<file path="src/hw/rtl/acd_pkg.sv">
// acd_pkg: shared types and constants for the affine cipher decrypt block
// no dependencies; imported by the interfaces, the modular unit and the top level

package acd_pkg;

  localparam int unsigned LETTER_W = 8;
  localparam int unsigned KEY_W    = 7;
  localparam int unsigned MOD_W    = 8;

  localparam logic [LETTER_W-1:0] LETTER_BASE = 8'd97;
  localparam logic [MOD_W-1:0]    MOD_RESET   = 8'd26;

  // sequencer states
  typedef enum logic [2:0] {
    ST_IDLE,
    ST_RED_A,
    ST_SEARCH,
    ST_RED_B,
    ST_ADD_T,
    ST_MUL,
    ST_FIN
  } acd_state_t;

  // result of the shared modular add / compare-subtract unit
  typedef struct packed {
    logic [MOD_W-1:0] val;
    logic             ge;
  } acd_mod_res_t;

endpackage

</file>
<file path="src/hw/rtl/acd_chan_if.sv">
// acd_chan_if: request channels of the affine cipher decrypt block
// depends on acd_pkg for field widths

interface acd_in_if import acd_pkg::*; ();
  logic                valid;
  logic                ready;
  logic [LETTER_W-1:0] cipher_letter;
  logic [KEY_W-1:0]    key_multiplier;
  logic [KEY_W-1:0]    key_shift;

  modport source (output valid, cipher_letter, key_multiplier, key_shift, input ready);
  modport sink   (input valid, cipher_letter, key_multiplier, key_shift, output ready);
endinterface

interface acd_out_if import acd_pkg::*; ();
  logic                valid;
  logic                ready;
  logic [LETTER_W-1:0] plain_letter;
  logic                key_invalid;
  logic                letter_outside;

  modport source (output valid, plain_letter, key_invalid, letter_outside, input ready);
  modport sink   (input valid, plain_letter, key_invalid, letter_outside, output ready);
endinterface

</file>
<file path="src/hw/rtl/acd_modunit.sv">
// acd_modunit: shared modular add with one compare and subtract
// depends on acd_pkg; result is (x + y) reduced once by m, ge tells if it was

module acd_modunit import acd_pkg::*; (
  input  logic [MOD_W-1:0] x,
  input  logic [MOD_W-1:0] y,
  input  logic [MOD_W-1:0] m,
  output acd_mod_res_t     res
);

  logic [MOD_W:0] sum;
  logic [MOD_W:0] diff;

  always_comb begin
    sum     = {1'b0, x} + {1'b0, y};
    diff    = sum - {1'b0, m};
    res.ge  = (sum >= {1'b0, m});
    res.val = res.ge ? diff[MOD_W-1:0] : sum[MOD_W-1:0];
  end

endmodule

</file>
<file path="src/hw/rtl/affine_cipher_decrypt_top.sv">
// affine_cipher_decrypt_top: one request in, one decrypted letter out, modulus register
// steps, a = multiplier, b = shift, m = modulus >= 2: reduce a by repeated subtraction, search
//   for the inverse, reduce b, add to form t, multiply by repeated addition of t, load the output;
//   flagged requests load right after the search, m < 2 straight from idle
// a new request is taken only after the last result is loaded, which waits while the output is full
// reset: synchronous active-low rst_n; modulus returns to 26, sequencer idles, output empties

module affine_cipher_decrypt_top import acd_pkg::*; (
  input  logic             clk,
  input  logic             rst_n,
  input  logic             cfg_we,
  input  logic [MOD_W-1:0] cfg_wdata,
  acd_in_if.sink           in_ch,
  acd_out_if.source        out_ch
);

  // control state
  acd_state_t st_r, st_nxt;
  logic       out_valid_r, out_valid_nxt;
  logic [MOD_W-1:0] mod_r;

  // working registers
  logic [LETTER_W-1:0] c_r, c_nxt;
  logic [KEY_W-1:0]    b_r, b_nxt;
  logic [MOD_W-1:0]    acc_r, acc_nxt;   // running residue
  logic [MOD_W-1:0]    r_r, r_nxt;       // addend: a mod m, later t
  logic [MOD_W-1:0]    i_r, i_nxt;       // search index, later multiply count
  logic [MOD_W-1:0]    inv_r, inv_nxt;
  logic                invalid_r, invalid_nxt;
  logic                outside_r, outside_nxt;

  // output payload
  logic [LETTER_W-1:0] plain_r, plain_nxt;
  logic                kinv_r, kinv_nxt;
  logic                lout_r, lout_nxt;

  // shared unit
  logic [MOD_W-1:0] ux, uy;
  acd_mod_res_t     ures;

  logic in_acc;
  logic out_free;
  logic [MOD_W-1:0] v;           // letter offset inside the alphabet
  logic [LETTER_W:0] top_lim;    // first byte past the alphabet

  acd_modunit u_mod (
    .x   (ux),
    .y   (uy),
    .m   (mod_r),
    .res (ures)
  );

  assign in_ch.ready           = (st_r == ST_IDLE);
  assign in_acc                = in_ch.valid && in_ch.ready;
  assign out_free              = !out_valid_r || out_ch.ready;
  assign out_ch.valid          = out_valid_r;
  assign out_ch.plain_letter   = plain_r;
  assign out_ch.key_invalid    = kinv_r;
  assign out_ch.letter_outside = lout_r;
  assign v                     = c_r - LETTER_BASE;
  assign top_lim               = {1'b0, LETTER_BASE} + {1'b0, mod_r};

  // operand select for the shared unit
  always_comb begin
    ux = acc_r;
    uy = '0;
    unique case (st_r)
      ST_SEARCH, ST_MUL: uy = r_r;
      ST_ADD_T: begin
        ux = v;
        uy = mod_r - acc_r;   // m - (b mod m); the single reduction folds m back to 0
      end
      default: uy = '0;
    endcase
  end

  // next state
  always_comb begin
    st_nxt = st_r;
    unique case (st_r)
      ST_IDLE: begin
        if (in_acc) begin
          st_nxt = (mod_r < 8'd2) ? ST_FIN : ST_RED_A;
        end
      end
      ST_RED_A: begin
        if (!ures.ge) st_nxt = ST_SEARCH;
      end
      ST_SEARCH: begin
        if (acc_r == 8'd1) begin
          st_nxt = outside_r ? ST_FIN : ST_RED_B;
        end else if (i_r == mod_r - 8'd1) begin
          st_nxt = ST_FIN;
        end
      end
      ST_RED_B: begin
        if (!ures.ge) st_nxt = ST_ADD_T;
      end
      ST_ADD_T: st_nxt = ST_MUL;
      ST_MUL: begin
        if (i_r == '0) st_nxt = ST_FIN;
      end
      ST_FIN: begin
        if (out_free) st_nxt = ST_IDLE;
      end
      default: st_nxt = ST_IDLE;
    endcase
  end

  // datapath and output register
  always_comb begin
    c_nxt         = c_r;
    b_nxt         = b_r;
    acc_nxt       = acc_r;
    r_nxt         = r_r;
    i_nxt         = i_r;
    inv_nxt       = inv_r;
    invalid_nxt   = invalid_r;
    outside_nxt   = outside_r;
    plain_nxt     = plain_r;
    kinv_nxt      = kinv_r;
    lout_nxt      = lout_r;
    out_valid_nxt = out_valid_r;

    if (out_valid_r && out_ch.ready) out_valid_nxt = 1'b0;

    unique case (st_r)
      ST_IDLE: begin
        if (in_acc) begin
          c_nxt       = in_ch.cipher_letter;
          b_nxt       = in_ch.key_shift;
          acc_nxt     = {1'b0, in_ch.key_multiplier};
          invalid_nxt = (mod_r < 8'd2);
          outside_nxt = (in_ch.cipher_letter < LETTER_BASE) ||
                        ({1'b0, in_ch.cipher_letter} >= top_lim);
        end
      end
      ST_RED_A: begin
        if (ures.ge) begin
          acc_nxt = ures.val;
        end else begin
          r_nxt = acc_r;      // a mod m, also the product for index 1
          i_nxt = 8'd1;
        end
      end
      ST_SEARCH: begin
        if (acc_r == 8'd1) begin
          inv_nxt = i_r;
          acc_nxt = {1'b0, b_r};
        end else if (i_r == mod_r - 8'd1) begin
          invalid_nxt = 1'b1;
        end else begin
          acc_nxt = ures.val;
          i_nxt   = i_r + 8'd1;
        end
      end
      ST_RED_B: begin
        if (ures.ge) acc_nxt = ures.val;
      end
      ST_ADD_T: begin
        r_nxt   = ures.val;   // t = (v - b) mod m
        acc_nxt = '0;
        i_nxt   = inv_r;
      end
      ST_MUL: begin
        if (i_r != '0) begin
          acc_nxt = ures.val;
          i_nxt   = i_r - 8'd1;
        end
      end
      ST_FIN: begin
        if (out_free) begin
          out_valid_nxt = 1'b1;
          kinv_nxt      = invalid_r;
          lout_nxt      = outside_r;
          plain_nxt     = (invalid_r || outside_r) ? c_r : acc_r + LETTER_BASE;
        end
      end
      default: ;
    endcase
  end

  always_ff @(posedge clk) begin
    if (!rst_n) begin
      st_r        <= ST_IDLE;
      out_valid_r <= 1'b0;
      mod_r       <= MOD_RESET;
    end else begin
      st_r        <= st_nxt;
      out_valid_r <= out_valid_nxt;
      if (cfg_we) mod_r <= cfg_wdata;
    end
  end

  always_ff @(posedge clk) begin
    c_r       <= c_nxt;
    b_r       <= b_nxt;
    acc_r     <= acc_nxt;
    r_r       <= r_nxt;
    i_r       <= i_nxt;
    inv_r     <= inv_nxt;
    invalid_r <= invalid_nxt;
    outside_r <= outside_nxt;
    plain_r   <= plain_nxt;
    kinv_r    <= kinv_nxt;
    lout_r    <= lout_nxt;
  end

  // residue stays reduced while searching for the inverse
  a_search_reduced: assert property (@(posedge clk) disable iff (!rst_n)
    (st_r == ST_SEARCH) |-> (acc_r < mod_r))
    else $error("search residue not reduced");

  // repeated-add count never exceeds the inverse
  a_mul_count: assert property (@(posedge clk) disable iff (!rst_n)
    (st_r == ST_MUL) |-> (i_r <= inv_r))
    else $error("multiply count past inverse");

  // an unflagged letter lands inside the alphabet
  a_plain_in_range: assert property (@(posedge clk) disable iff (!rst_n)
    (out_ch.valid && !out_ch.key_invalid && !out_ch.letter_outside && mod_r <= 8'd159)
    |-> (out_ch.plain_letter >= LETTER_BASE &&
         ({1'b0, out_ch.plain_letter} < top_lim)))
    else $error("plain letter outside alphabet");

  // a loaded result reaches the output in the next cycle
  a_fin_loads: assert property (@(posedge clk) disable iff (!rst_n)
    (st_r == ST_FIN && out_free) |=> (out_valid_r && st_r == ST_IDLE))
    else $error("result not loaded");

endmodule
</file>
<file path="src/flat_wrapper.sv">
// flat-port wrapper written by rule: the top's interface ports become plain ports
module affine_cipher_decrypt_top_flat import acd_pkg::*;
  (clk, rst_n, cfg_we, cfg_wdata, in_ch_valid, in_ch_cipher_letter, in_ch_key_multiplier, in_ch_key_shift, in_ch_ready, out_ch_valid, out_ch_plain_letter, out_ch_key_invalid, out_ch_letter_outside, out_ch_ready);
  acd_in_if in_ch_i ();
  acd_out_if out_ch_i ();
  input  logic clk;
  input  logic rst_n;
  input  logic cfg_we;
  input  logic [MOD_W-1:0] cfg_wdata;
  input wire logic [$bits(in_ch_i.valid)-1:0] in_ch_valid;
  input wire logic [$bits(in_ch_i.cipher_letter)-1:0] in_ch_cipher_letter;
  input wire logic [$bits(in_ch_i.key_multiplier)-1:0] in_ch_key_multiplier;
  input wire logic [$bits(in_ch_i.key_shift)-1:0] in_ch_key_shift;
  output wire logic [$bits(in_ch_i.ready)-1:0] in_ch_ready;
  output wire logic [$bits(out_ch_i.valid)-1:0] out_ch_valid;
  output wire logic [$bits(out_ch_i.plain_letter)-1:0] out_ch_plain_letter;
  output wire logic [$bits(out_ch_i.key_invalid)-1:0] out_ch_key_invalid;
  output wire logic [$bits(out_ch_i.letter_outside)-1:0] out_ch_letter_outside;
  input wire logic [$bits(out_ch_i.ready)-1:0] out_ch_ready;
  assign in_ch_i.valid = in_ch_valid;
  assign in_ch_i.cipher_letter = in_ch_cipher_letter;
  assign in_ch_i.key_multiplier = in_ch_key_multiplier;
  assign in_ch_i.key_shift = in_ch_key_shift;
  assign in_ch_ready = in_ch_i.ready;
  assign out_ch_valid = out_ch_i.valid;
  assign out_ch_plain_letter = out_ch_i.plain_letter;
  assign out_ch_key_invalid = out_ch_i.key_invalid;
  assign out_ch_letter_outside = out_ch_i.letter_outside;
  assign out_ch_i.ready = out_ch_ready;
  affine_cipher_decrypt_top u_core (.clk(clk), .rst_n(rst_n), .cfg_we(cfg_we), .cfg_wdata(cfg_wdata), .in_ch(in_ch_i), .out_ch(out_ch_i));
endmodule
</file>
<file path="config.mk">
export PLATFORM = sky130hd
export DESIGN_NAME = affine_cipher_decrypt_top_flat
export DESIGN_NICKNAME = d
export VERILOG_FILES = /design/src/hw/rtl/acd_pkg.sv /design/src/hw/rtl/acd_chan_if.sv /design/src/hw/rtl/acd_modunit.sv /design/src/hw/rtl/affine_cipher_decrypt_top.sv /design/src/flat_wrapper.sv
export SDC_FILE = /design/constraint.sdc
export NUM_CORES = 1
export LEC_CHECK = 0
export BUFFER_PORTS_ARGS = -buffer_cell sky130_fd_sc_hd__buf_2
export CAP_MARGIN = 30
export CORE_ASPECT_RATIO = 2
export CORE_MARGIN = 2
export CORE_UTILIZATION = 45
export DETAILED_ROUTE_END_ITERATION = 12
export PLACE_DENSITY = 0.64
export SLEW_MARGIN = 20
export SYNTH_ARGS = -nofsm -noshare
export SYNTH_HDL_FRONTEND = slang
export SYNTH_SLANG_ARGS = --single-unit
</file>
<file path="constraint.sdc">
create_clock -name clk -period 7.7 [get_ports clk]
set_clock_uncertainty 0.2 [all_clocks]
set_input_delay 1.54 -clock clk [delete_from_list [all_inputs] [get_ports clk]]
set_output_delay 1.54 -clock clk [all_outputs]
set_load 0.03 [all_outputs]
</file>
# Word level (Yosys, flattened, before mapping)
# Cells that the tools add are included.
# classes
add_sub_neg,9
order_cmp,4
eq_ne,20
muxes,34
n_reduce_logical,23
# op_table
operator,count
2-to-1 mux 8 bit,13
case mux 8 bit (5 select lines),1
case mux 8 bit (2 select lines),2
case mux 8 bit (4 select lines),1
2-to-1 mux 3 bit,9
case mux 3 bit (7 select lines),1
"subtractor 8 x 1 -> 8 bit, second input constant",2
subtractor 8 bit,2
"!= test 2 x 1 -> 1 bit, second input constant",5
"!= test 2 bit, second input constant",5
AND reduction 5 bit,2
"adder 7 x 8 -> 9 bit, first input constant",1
adder 8 x 8 -> 9 bit,1
"equality test 3 bit, second input constant",3
>= comparator 8 x 9 -> 1 bit,1
>= comparator 9 x 8 -> 1 bit,1
"adder 8 x 1 -> 8 bit, second input constant",1
"adder 8 x 7 -> 8 bit, second input constant",1
"equality test 8 x 1 -> 1 bit, second input constant",1
equality test 8 bit,1
zero test 8 bit,1
"less-than comparator 8 x 2 -> 1 bit, second input constant",1
"less-than comparator 8 x 7 -> 1 bit, second input constant",1
AND reduction 2 bit,4
other kinds (18),29
# totals
output_inout_bits,12
reg_bits,71
input_bits,35

# Depth between registers and ports, before layout
# logic_depth
word_depth,9
depth_mapped,27
depth_no_buf,24

# By module
# From an unflattened synthesis, not the netlist that was laid out.
# hier_totals
cells_unflattened,536
area_unflattened_um2,5182.5
# modules_own_cells
module,cells_per_inst,seq_area_each_um2,instances,area_each_um2
affine_cipher_decrypt_top,442,2011.9,1,4399.2
acd_modunit,94,0.0,1,783.3

# Worst setup path after synthesis
# Ideal clock, no wire load.
# synth_timing
path_type,register to register
start,register u_core.st_r[2]
end,register u_core.r_r[0] (enable)
period_less_slack_ps,5524
path_slack_ps,2176
path_buffers,4
required_ps,7113
setup_time_ps,387
stages_incl_launch_ff,17
arrival_ps,4938
cell_sequence,dfxtp_1 -> clkbuf_1 -> nor3b_1 -> clkbuf_1 -> a22o_1 -> ha_1 -> a21o_1 -> a21oi_1 -> o21ai_0 -> xnor2_1 -> ha_1 -> or4_1 -> o221a_2 -> nand2b_1 -> clkbuf_1 -> clkbuf_1 -> o31ai_1
# synth_via
elab_chain_cells,7
# synth_lines
item,line_no,rtl
"start, declared",affine_cipher_decrypt_top.sv:18,"acd_state_t st_r, st_nxt;"
"start signal, assigned",affine_cipher_decrypt_top.sv:189,st_r <= st_nxt;
equality test 3 x 2 -> 1 bit or equality test 3 bit (tied branches),affine_cipher_decrypt_top.sv:67,unique case (st_r)
OR reduction 2 bit,affine_cipher_decrypt_top.sv:67,
case mux 8 bit (2 select lines),affine_cipher_decrypt_top.sv:67,
adder 8 x 8 -> 9 bit,acd_modunit.sv:15,"sum = {1'b0, x} + {1'b0, y};"
>= comparator 9 x 8 -> 1 bit,acd_modunit.sv:17,"res.ge = (sum >= {1'b0, m});"
!= test 2 bit (no line),-,
AND reduction 2 bit (no line) (*),-,
"end signal, assigned",affine_cipher_decrypt_top.sv:199,r_r <= r_nxt;
"end, declared",affine_cipher_decrypt_top.sv:26,"logic [MOD_W-1:0] r_r, r_nxt;"
# Mark *: on every way between the ends. The rest lies on a longest branch, timed or not.
# A chain may end at the register's enable or synchronous reset.

# Worst setup path after layout
# layout_timing
start,register u_core.st_r[1]
end,register u_core.acc_r[1] (enable)
# layout_via
elab_chain_cells,7
# layout_lines
item,line_no,rtl
equality test 3 x 2 -> 1 bit or equality test 3 bit (tied branches),"affine_cipher_decrypt_top.sv:67, affine_cipher_decrypt_top.sv:127",
OR reduction 2 bit,affine_cipher_decrypt_top.sv:67,
case mux 8 bit (2 select lines),affine_cipher_decrypt_top.sv:67,
adder 8 x 8 -> 9 bit,acd_modunit.sv:15,
>= comparator 9 x 8 -> 1 bit,acd_modunit.sv:17,
!= test 2 x 1 -> 1 bit (no line),-,
AND reduction 5 bit (no line) (*),-,
"end signal, assigned",affine_cipher_decrypt_top.sv:198,acc_r <= acc_nxt;
"end, declared",affine_cipher_decrypt_top.sv:25,"logic [MOD_W-1:0] acc_r, acc_nxt;"
# Marked as above.

==> metrics.csv <==
metric,value,unit
final antenna-violating net count,0,
Synth top cells by count,"59 x edfxtp_1, 47 x nand2_1, 43 x ha_1, 39 x o21ai_0, 36 x a21oi_1",
critical-path maximum fanout,15,
Fin Hold WS,0.285,ns
gp weighted congestion,0.955,
top-count cell post-synth,edfxtp_1,
H-tree Lvls,3,
die area,11900,sq um
Nets,640,
Initial Util,46.0,%
Clock Latency Late Sink,0.34,ns
final setup TNS,0,ns
register area share after synthesis,40.5,%
postcts setup bufs,0,
first-pass GRT wire length,21700,microns
final period utilization,77.8,%
TritonCTS clock tree,built,
GR Overflow Total,0,
"Cell Area, Synth",4970,sq um
Die Span Y,153,microns
largest net degree at the start of global routing,22,
RSZ-0062 raised after global routing,false,
Via Count,4048,
"Slew Viols, Final",0,
synthesized net count,597,
clk root buf,clkbuf_16,
CTS max path bufs,2,
maxcap violations,0,
Synth Instances,515,
"area leader, netlist",edfxtp_1,
leading post-synthesis cells by cell area,"edfxtp_1 36%, ha_1 11%, xnor2_1 6.2%, dfxtp_1 4.8%, o21ai_0 3.9%",
TritonRoute pass-1 iters,5,
pre-CTS setup slack,1.74,ns
cell row count,54,
hold crit path type,register to register,
"CTS clk-pin slew, worst paths",0.06,ns
synthesis-stage register bit count,71,
Worst Path Arrival,5.76,ns
outcome,finished clean,
DR DRC count,0,
antenna diode count,0,
Avg Synthesized Cell Area,9.65,sq um
top-area cell type share of the netlist area,35.7,%
CTS resizes,0,
Post-Route WL,13800,microns
slew margin rel.,40.4,%
CP Class,register to register,
GRT Util Overall,24.1,%
Hold Fails Final Rpt,0,
area growth from synthesis to final layout,13.2,%
Chip Width,78.3,microns
Setup crit end kind,register,
WL per Instance,19.6,microns
multi-input logic area,2770,sq um
post-route setup slack,1.71,ns
ys flop type,edfxtp_1,
distinct cell type count after synthesis,53,
initial antenna violation count,0,
fmax,0.167,GHz
critical path required time,7.47,ns
I/O Buffers,46,
post-route minimum period,5.99,ns
vias in the first global route,4340,
clk sinks,71,
Fill cells,1048,
startpoint type of the worst setup path,register,
Syn. warnings,0,
share of cells above drive strength 1,13.7,%
I/O pin cnt,47,
worst-margin pin slew,0.891,ns
core area,10800,sq um
hold buffer count at cts,0,
final number of setup-violating endpoints,0,
Post-DP HPWL,11100,microns
Synth async-reset ratio,0,%
"EDFF count, synth",59,
DRT iter0 DRCs,333,
CTS Buf Count,9,
vias per cell,5.76,
FF/Latch Area,2010,sq um
==> area by class of cell <==
class / instances / area share (%)
Multi-Input combinational cell: 397 / 49.3
Sequential cell: 71 / 35.8
Timing Repair Buffer: 50 / 4.54
Clock buffer: 9 / 4.01
Tap cell: 140 / 3.12
Inverter: 29 / 1.94
Clock inverter: 7 / 1.31
==> path summary, 6_finish.rpt <==
check | to | depth (start not counted) | slack (ns) | from
worst min register to register | u_core.out_ch.valid | 2 | 0.28 | u_core.out_ch.valid
worst max register to register | u_core.acc_r[1] | 16 | 1.71 | u_core.st_r[1]
worst max-delay path | u_core.acc_r[1] | 16 | 1.71 | u_core.st_r[1]
worst min-delay path | u_core.out_ch.valid | 2 | 0.28 | u_core.out_ch.valid
==> routing by layer <==
| layer | routed length (microns) | GRT usage, % | up-vias |
|---|---|---|---|
| met2 | 7790 | 46.0 | 101 |
| li1 | - | - | 1959 |
| met5 | 0 | 0 | - |
| met3 | 413 | 3.79 | 50 |
| met4 | 1020 | 17.7 | 0 |
| met1 | 4570 | 21.9 | 1938 |
==> kinds of logic after synthesis <==
family / Yosys count / share of synthesized area [%]
buffers and inverters: 47 / 3.80
adders and majority gates: 47 / 12.4
DFF: 71 / 40.5
and+or+nand+nor: 157 / 15.7
xor gates and xnor gates: 46 / 8.11
muxes: 10 / 2.01
AOI/OAI and AO/OA: 137 / 17.4
==> flip-flops by register name (all words and copies together) (netlist names) <==
register	cells
u_core.st_r	3
u_core.invalid_r	1
u_core.c_r	8
u_core.r_r	8
u_core.out_ch.letter_outside	1
u_core.acc_r	8
u_core.mod_r	8
u_core.out_ch.key_invalid	1
u_core.i_r	8
u_core.b_r	7
u_core.inv_r	8
u_core.outside_r	1
u_core.out_ch.valid	1
u_core.out_ch.plain_letter	8
==> critical path, stage by stage, from the launching register on <==
cell,delay [ns]
dfxtp_1,0.63
inv_1,0.22
nor3_1,0.48
or2_2,0.40
a22o_1,0.27
ha_1,0.25
a21o_1,0.18
a21oi_1,0.23
o21ai_0,0.17
xnor2_1,0.18
ha_1,0.35
nor2_1,0.07
nor3b_1,0.27
o221a_2,0.29
nand2b_1,0.55
o221ai_1,0.24
a21oi_1,0.62
==> metrics by stage <==
stage | instance area (sq um) | cells | utilization (%)
CTS | 5620 | 703 | 52.0
global placement | 5310 | 685 | 49.2
floorplan | 4970 | 515 | -
detailed placement | 5320 | 687 | 49.2
global route | 5620 | 703 | 52.0
finish | 5620 | 703 | 52.0
==> cells in the final DEF, fill, tap and decap left out, types with 10 or more instances in the layout <==
| master | netlist | final |
|---|---|---|
| dfxtp_1 | 12 | 12 |
| buf_2 | 1 | 48 |
| xnor2_1 | 35 | 35 |
| o21ai_0 | 39 | 39 |
| nand2_1 | 47 | 47 |
| nor2b_1 | 14 | 14 |
| xor2_1 | 11 | 11 |
| a21oi_1 | 36 | 36 |
| edfxtp_1 | 59 | 59 |
| nor3_1 | 10 | 10 |
| nor2_1 | 33 | 33 |
| mux2i_1 | 10 | 10 |
| ha_1 | 43 | 43 |
| inv_1 | 29 | 29 |
| a21o_1 | 10 | 10 |
Power is not shown: default switching activity piles up to over one toggle a cycle in this logic, so the estimate is an artifact.
